## src/rtl/core/modexp_pkg.sv

```systemverilog
`timescale 1ns / 1ps
`default_nettype none
// ----------------------------------------------------------------------------
// modexp_pkg: shared types for the modular exponentiation unit
// Holds the sequencer state encoding used by the top level.
// ----------------------------------------------------------------------------
package modexp_pkg;

  // Sequencer states of the square-and-multiply control.
  typedef enum logic [2:0] {
    S_IDLE,
    S_REDUCE,
    S_WAIT_REDUCE,
    S_BIT,
    S_WAIT_MUL,
    S_ADVANCE,
    S_WAIT_SQR,
    S_FINISH
  } modexp_state_t;

endpackage : modexp_pkg
`default_nettype wire

```

## src/rtl/core/modular_exponentiation_unit.sv

```systemverilog
`timescale 1ns / 1ps
`default_nettype none
// ----------------------------------------------------------------------------
// modular_exponentiation_unit: base ^ power mod modulus
// Square-and-multiply over the exponent bits around one shared multiplier.
// ----------------------------------------------------------------------------
// Usage:
//   A command beat is taken at a rising edge where start is high and busy is
//   low; base_value, power_value and modulus_value are sampled there and are
//   first cut (or zero-extended) to OPERAND_WIDTH bits. Save for base cases,
//   busy stays high until the result is issued and drops while done is high.
//   The result beat appears on result_value and bad_modulus for exactly one
//   cycle, marked by done. The receiver cannot stall, so it must take it then.
// Sequence:
//   A zero modulus, zero base or zero exponent is answered in the cycle after
//   the command. Otherwise the block reduces the base with one modular
//   multiplication, then for each exponent bit up to the highest set one it
//   runs a multiply where the bit is set and a square unless it is the last
//   bit.
// Reset:
//   rst is synchronous and returns the sequencer to idle with done low.
// ----------------------------------------------------------------------------
module modular_exponentiation_unit #(
  parameter int OPERAND_WIDTH = 32
) (
  input  logic        clk,
  input  logic        rst,
  input  logic        start,
  output logic        busy,
  input  logic [31:0] base_value,
  input  logic [31:0] power_value,
  input  logic [31:0] modulus_value,
  output logic        done,
  output logic [31:0] result_value,
  output logic        bad_modulus
);

  import modexp_pkg::*;

  localparam int W = OPERAND_WIDTH;

  modexp_state_t state;
  modexp_state_t state_next;

  // Operands as seen at the internal width.
  logic [W-1:0] base_in;
  logic [W-1:0] power_in;
  logic [W-1:0] modulus_in;

  // Working registers of the exponentiation.
  logic [W-1:0] base_r;
  logic [W-1:0] power_r;
  logic [W-1:0] modulus_r;
  logic [W-1:0] square;
  logic [W-1:0] accum;

  // 1 mod m: zero when the modulus is one, so the result is reduced too.
  logic [W-1:0] one_mod;

  // Shared multiplier request and response.
  logic         mm_start;
  logic [W-1:0] mm_a;
  logic [W-1:0] mm_b;
  logic         mm_done;
  logic [W-1:0] mm_product;

  logic         accept;

  assign base_in    = W'(base_value);
  assign power_in   = W'(power_value);
  assign modulus_in = W'(modulus_value);

  assign accept  = start && (state == S_IDLE);
  assign busy    = (state != S_IDLE);
  assign one_mod = (modulus_r == W'(1)) ? '0 : W'(1);

  always_ff @(posedge clk) begin
    if (rst) begin
      state <= S_IDLE;
    end else begin
      state <= state_next;
    end
  end

  // Next state and the operand selection for the shared multiplier.
  always_comb begin
    state_next = state;
    mm_start   = 1'b0;
    mm_a       = accum;
    mm_b       = square;
    case (state)
      S_IDLE: begin
        if (accept && modulus_in != '0 && base_in != '0 && power_in != '0) begin
          state_next = S_REDUCE;
        end
      end
      S_REDUCE: begin
        // base mod m is formed as (1 mod m) * base, with base unreduced.
        mm_start   = 1'b1;
        mm_a       = one_mod;
        mm_b       = base_r;
        state_next = S_WAIT_REDUCE;
      end
      S_WAIT_REDUCE: begin
        if (mm_done) begin
          state_next = S_BIT;
        end
      end
      S_BIT: begin
        if (power_r[0]) begin
          mm_start   = 1'b1;
          mm_a       = accum;
          mm_b       = square;
          state_next = S_WAIT_MUL;
        end else begin
          state_next = S_ADVANCE;
        end
      end
      S_WAIT_MUL: begin
        if (mm_done) begin
          state_next = S_ADVANCE;
        end
      end
      S_ADVANCE: begin
        // The square is skipped once no higher exponent bit is left.
        if (power_r[W-1:1] == '0) begin
          state_next = S_FINISH;
        end else begin
          mm_start   = 1'b1;
          mm_a       = square;
          mm_b       = square;
          state_next = S_WAIT_SQR;
        end
      end
      S_WAIT_SQR: begin
        if (mm_done) begin
          state_next = S_BIT;
        end
      end
      S_FINISH: begin
        state_next = S_IDLE;
      end
      default: begin
        state_next = S_IDLE;
      end
    endcase
  end

  // Result strobe. Base cases are answered straight from the command beat.
  always_ff @(posedge clk) begin
    if (rst) begin
      done <= 1'b0;
    end else begin
      done <= (accept && (modulus_in == '0 || base_in == '0 || power_in == '0))
              || (state == S_FINISH);
    end
  end

  always_ff @(posedge clk) begin
    if (accept) begin
      base_r    <= base_in;
      power_r   <= power_in;
      modulus_r <= modulus_in;
      if (modulus_in == '0) begin
        result_value <= '0;
        bad_modulus  <= 1'b1;
      end else if (base_in == '0) begin
        result_value <= '0;
        bad_modulus  <= 1'b0;
      end else begin
        // A zero exponent gives 1 with no reduction, even for modulus one.
        result_value <= 32'd1;
        bad_modulus  <= 1'b0;
      end
    end
    case (state)
      S_WAIT_REDUCE: begin
        if (mm_done) begin
          square <= mm_product;
          accum  <= one_mod;
        end
      end
      S_WAIT_MUL: begin
        if (mm_done) begin
          accum <= mm_product;
        end
      end
      S_ADVANCE: begin
        power_r <= {1'b0, power_r[W-1:1]};
      end
      S_WAIT_SQR: begin
        if (mm_done) begin
          square <= mm_product;
        end
      end
      S_FINISH: begin
        result_value <= 32'(accum);
        bad_modulus  <= 1'b0;
      end
      default: begin
      end
    endcase
  end

  modexp_mulmod #(
    .OPERAND_WIDTH(OPERAND_WIDTH)
  ) u_mulmod (
    .clk     (clk),
    .rst     (rst),
    .start   (mm_start),
    .a       (mm_a),
    .b       (mm_b),
    .m       (modulus_r),
    .done    (mm_done),
    .product (mm_product)
  );

endmodule : modular_exponentiation_unit
`default_nettype wire

```

## src/rtl/core/modexp_mulmod.sv

```systemverilog
`timescale 1ns / 1ps
`default_nettype none
// ----------------------------------------------------------------------------
// modexp_mulmod: iterative modular multiplier
// Forms (a * b) mod m by scanning b from its most significant bit, one bit
// per cycle: double the partial sum, add a where the bit is set, reduce.
// ----------------------------------------------------------------------------
module modexp_mulmod #(
  parameter int OPERAND_WIDTH = 32
) (
  input  logic                     clk,
  input  logic                     rst,
  input  logic                     start,
  input  logic [OPERAND_WIDTH-1:0] a,
  input  logic [OPERAND_WIDTH-1:0] b,
  input  logic [OPERAND_WIDTH-1:0] m,
  output logic                     done,
  output logic [OPERAND_WIDTH-1:0] product
);

  localparam int W  = OPERAND_WIDTH;
  localparam int CW = $clog2(W + 1);

  logic [W-1:0]  a_r;
  logic [W-1:0]  b_r;
  logic [W-1:0]  m_r;
  logic [W-1:0]  acc;
  logic [CW-1:0] count;
  logic          running;

  logic [W+1:0]  sum;
  logic [W+1:0]  m_once;
  logic [W+1:0]  m_twice;
  logic [W-1:0]  acc_next;

  // The partial sum and a are both below m, so sum stays below 3m and at
  // most two subtractions of m bring it back into range.
  always_comb begin
    m_once  = {2'b00, m_r};
    m_twice = {1'b0, m_r, 1'b0};
    sum     = {1'b0, acc, 1'b0} + (b_r[W-1] ? {2'b00, a_r} : '0);
    if (sum >= m_twice) begin
      acc_next = W'(sum - m_twice);
    end else if (sum >= m_once) begin
      acc_next = W'(sum - m_once);
    end else begin
      acc_next = W'(sum);
    end
  end

  always_ff @(posedge clk) begin
    if (rst) begin
      running <= 1'b0;
      done    <= 1'b0;
      count   <= '0;
    end else begin
      done <= 1'b0;
      if (start && !running) begin
        running <= 1'b1;
        count   <= CW'(W);
      end else if (running) begin
        count <= count - CW'(1);
        if (count == CW'(1)) begin
          running <= 1'b0;
          done    <= 1'b1;
        end
      end
    end
  end

  always_ff @(posedge clk) begin
    if (start && !running) begin
      a_r <= a;
      b_r <= b;
      m_r <= m;
      acc <= '0;
    end else if (running) begin
      acc <= acc_next;
      b_r <= {b_r[W-2:0], 1'b0};
    end
  end

  assign product = acc;

endmodule : modexp_mulmod
`default_nettype wire
```

## config.mk

```make
export PLATFORM = sky130hd
export DESIGN_NAME = modular_exponentiation_unit
export DESIGN_NICKNAME = d
export VERILOG_FILES = /design/src/rtl/core/modexp_pkg.sv /design/src/rtl/core/modular_exponentiation_unit.sv /design/src/rtl/core/modexp_mulmod.sv
export SDC_FILE = /design/constraint.sdc
export NUM_CORES = 1
export LEC_CHECK = 0
export ABC_AREA = 1
export BUFFER_PORTS_ARGS = -buffer_cell sky130_fd_sc_hd__buf_2
export CAP_MARGIN = 20
export CORE_MARGIN = 2
export CORE_UTILIZATION = 55
export CTS_BUF_LIST = sky130_fd_sc_hd__clkbuf_8
export CTS_CLUSTER_SIZE = 8
export DETAILED_ROUTE_END_ITERATION = 16
export MAX_ROUTING_LAYER = met4
export PLACE_DENSITY_LB_ADDON = 0.3
export SYNTH_ARGS = -nofsm -noshare
export SYNTH_HDL_FRONTEND = slang
export SYNTH_SLANG_ARGS = --single-unit
```

## constraint.sdc

```tcl
create_clock -name clk -period 5.8 [get_ports clk]
set_input_delay 0.58 -clock clk [delete_from_list [all_inputs] [get_ports clk]]
set_output_delay 0.58 -clock clk [all_outputs]
set_load 0.01 [all_outputs]
```

==> impl_metrics.json <==
{
  "cts_buffer_depth": 3,
  "grt_max_degree": 94,
  "routed_wl_mm": 56.5,
  "place_area_um2": 20700,
  "nets": 2724,
  "post_cts_buffers": 0,
  "dpl.hpwl_mm": 43.7,
  "final_common_cell": "nand2_1",
  "gp_congestion": 1.04,
  "critPathMaxStageDelay_ps": 590,
  "first_iter_violations": 1414,
  "slew_viol_final": 0,
  "crit_arrival_ps": 5790,
  "cts-root-buf": "clkbuf_8",
  "top_layer_used": "met4",
  "hold_end": "modulus_r[6]",
  "diodes": 0,
  "drive_above_1_share": 0.0954,
  "dieArea_um2": 37000,
  "synth_area_per_cell_um2": 8.23,
  "insertion_delay_ps": 640,
  "grt_pass1_wl_mm": 88.5,
  "crit_fanout": 31,
  "drv_cap": 0,
  "clock_skew_ps": 26.0,
  "cts.clk_slew.worst_paths_ps": 60,
  "rows": 68,
  "grt_usage": 0.322,
  "syn_area_um2": 19500,
  "fin_crit_ps": 5260,
  "synthAdderAreaFrac": 0.0653,
  "cpMostUsedCell": "nand2_1",
  "hold_buffers": 0,
  "routed_via_density": 5.50,
  "end_kind": "register",
  "hold_start": "modulus_value[6]",
  "wire_per_inst_um": 18.7,
  "initial_utilization": 0.562,
  "status": "complete, no violations",
  "synth_compound_area_frac": 0.0870,
  "ys.warnings.count": 0,
  "cts_made_buffers": 54,
  "ys_async_sr_fraction": 0,
  "detail-route-antenna-nets": 0,
  "coreArea_um2": 34700,
  "die_h_um": 192,
  "r2r_end": "u_mulmod.product[2]",
  "worst_slew_pin_slew_ps": 982,
  "wl_met2_mm": 26.5,
  "dr.pass1.iters": 6,
  "synthSimpleGateAreaFrac": 0.246,
  "dp.cells": 2924,
  "fmax_ghz": 0.190,
  "grt_pass1_vias": 16200,
  "portBuffers": 133,
  "netlist_instances": 2372,
  "synth_edf_count": 287,
  "synth_flop_cell": "edfxtp_1",
  "maxSlewHeadroom": 0.345,
  "pin_count": 134,
  "worst_hold_path_type": "input pin to register",
  "finalSetupViolCount": 0,
  "design_area_um2": 21700,
  "drc": 0,
  "muxShareOfSynthArea": 0,
  "htreeDepth": 2,
  "r2r_slack_ps": 540,
  "layout_common_cells": "711 x nand2_1, 358 x inv_1, 287 x edfxtp_1",
  "wl_met1_mm": 24.9,
  "synth_top_family_by_area": "simple AND/OR/NAND/NOR gates",
  "synth_xor_area_frac": 0.0332,
  "crit-reg2reg-launch": "u_mulmod.b_r[31]",
  "met3_length_mm": 3.70,
  "via_count": 16600,
  "rr_worst_depth": 26,
  "synth-seq-cells": 333,
  "ys_seq_area_frac": 0.489,
  "post_cts_resized": 0,
  "cts_tree": "done",
  "hold_slack_ps": 132,
  "worst_hold_path.num_cells": 1,
  "die_w_um": 192,
  "overflow": 0,
  "cts.sinks": 333,
  "tns_ps": 0,
  "final_cells": 3024,
  "yosysUniqueCellTypes": 48,
  "area_delta_synth_final_pct": 11.4,
  "startpoint_type": "register",
  "syn-num-nets": 2571,
  "crit_type": "register to register",
  "post-route-period-util": 0.906,
  "rsz0062_at_grt": "false",
  "critPathSlowestCell": "nor2_4",
  "antenna_found_initial": 0,
  "worst_ep_required_time_ps": 6330,
  "hold_viol": 0
}
## logic make-up (layout without fill, tap and decap cells)
logic type	count (synthesis)	count (layout)
and+or+nand+nor	1172	1172
buffers and inverters	393	590
DFF	333	333
AOI/OAI and AO/OA	300	300
adders and majority gates	100	100
xor gates and xnor gates	74	74
## through the flow
stage | util | setup WS [ps]
2_1_floorplan | - | 618
3_3_place_gp | 0.595 | 772
3_5_place_dp | 0.595 | 692
4_1_cts | 0.626 | 666
5_1_grt | 0.626 | 151
6_report | 0.626 | 543
## worst max-delay path: cells and delay by family (launching register included)
kind	cells	cell delay, ps
AND/OR/NAND/NOR	14	1870
AO/OA/AOI/OAI	5	1110
adder cells (fa/ha/maj)	2	740
buffers and inverters	4	500
XOR/XNOR	1	480
flip-flops	1	430
## synth_stat cells, types with 6 or more instances
master / instances / share of area
ha_1: 97 / 0.062
clkbuf_1: 31 / 0.0060
o211ai_1: 6 / 0.0023
inv_1: 330 / 0.063
o21ai_0: 84 / 0.022
xnor2_1: 23 / 0.010
xor2_1: 51 / 0.023
nand2_1: 711 / 0.14
nand3b_1: 9 / 0.0035
buf_2: 9 / 0.0023
buf_4: 7 / 0.0027
nand4_1: 20 / 0.0064
nor2_1: 246 / 0.047
o21bai_1: 18 / 0.0069
edfxtp_1: 287 / 0.44
dfxtp_1: 46 / 0.047
nor3_1: 18 / 0.0046
a31oi_1: 37 / 0.012
a21o_1: 13 / 0.0050
o21ai_1: 7 / 0.0018
nor4_1: 42 / 0.013
nand3_1: 108 / 0.028
a21oi_1: 116 / 0.030
## area by class of cell
class	count	area [um2]
fill	3083	13000
sequential	333	9540
multi-input combinational	1646	8460
inverter	337	1270
timing repair buffer	153	836
clock buffer	57	785
tap	455	569
clock inverter	43	269
## routing by layer
| layer | up-vias | global-route usage |
|---|---|---|
| li1 | 8138 | - |
| met1 | 7796 | 0.422 |
| met2 | 609 | 0.515 |
| met3 | 92 | 0.0520 |
| met4 | 0 | 0.0981 |
| met5 | - | - |
## worst max-delay path by stage
stage / startpoint / depth (start not counted) / endpoint / slack [ps]
floorplan: state[1] / 7 / result_value[0] / 620
global placement: u_mulmod.b_r[31] / 26 / u_mulmod.product[29] / 770
finish: u_mulmod.b_r[31] / 26 / u_mulmod.product[2] / 540
CTS: u_mulmod.b_r[31] / 26 / u_mulmod.product[3] / 670
detailed placement: u_mulmod.b_r[31] / 26 / u_mulmod.product[1] / 690
global route: u_mulmod.b_r[31] / 26 / u_mulmod.product[2] / 150
## flip-flops by register name, summed over array words and instances, names as in the netlist, 3 cells and up
name	flops
u_mulmod.count	6
u_mulmod.a_r	32
base_r	32
square	32
result_value	32
power_r	32
state	3
modulus_r	32
accum	32
u_mulmod.b_r	32
u_mulmod.product	32
u_mulmod.m_r	32
Power is not shown: default switching activity piles up to over one toggle a cycle in this logic, so the estimate is an artifact.
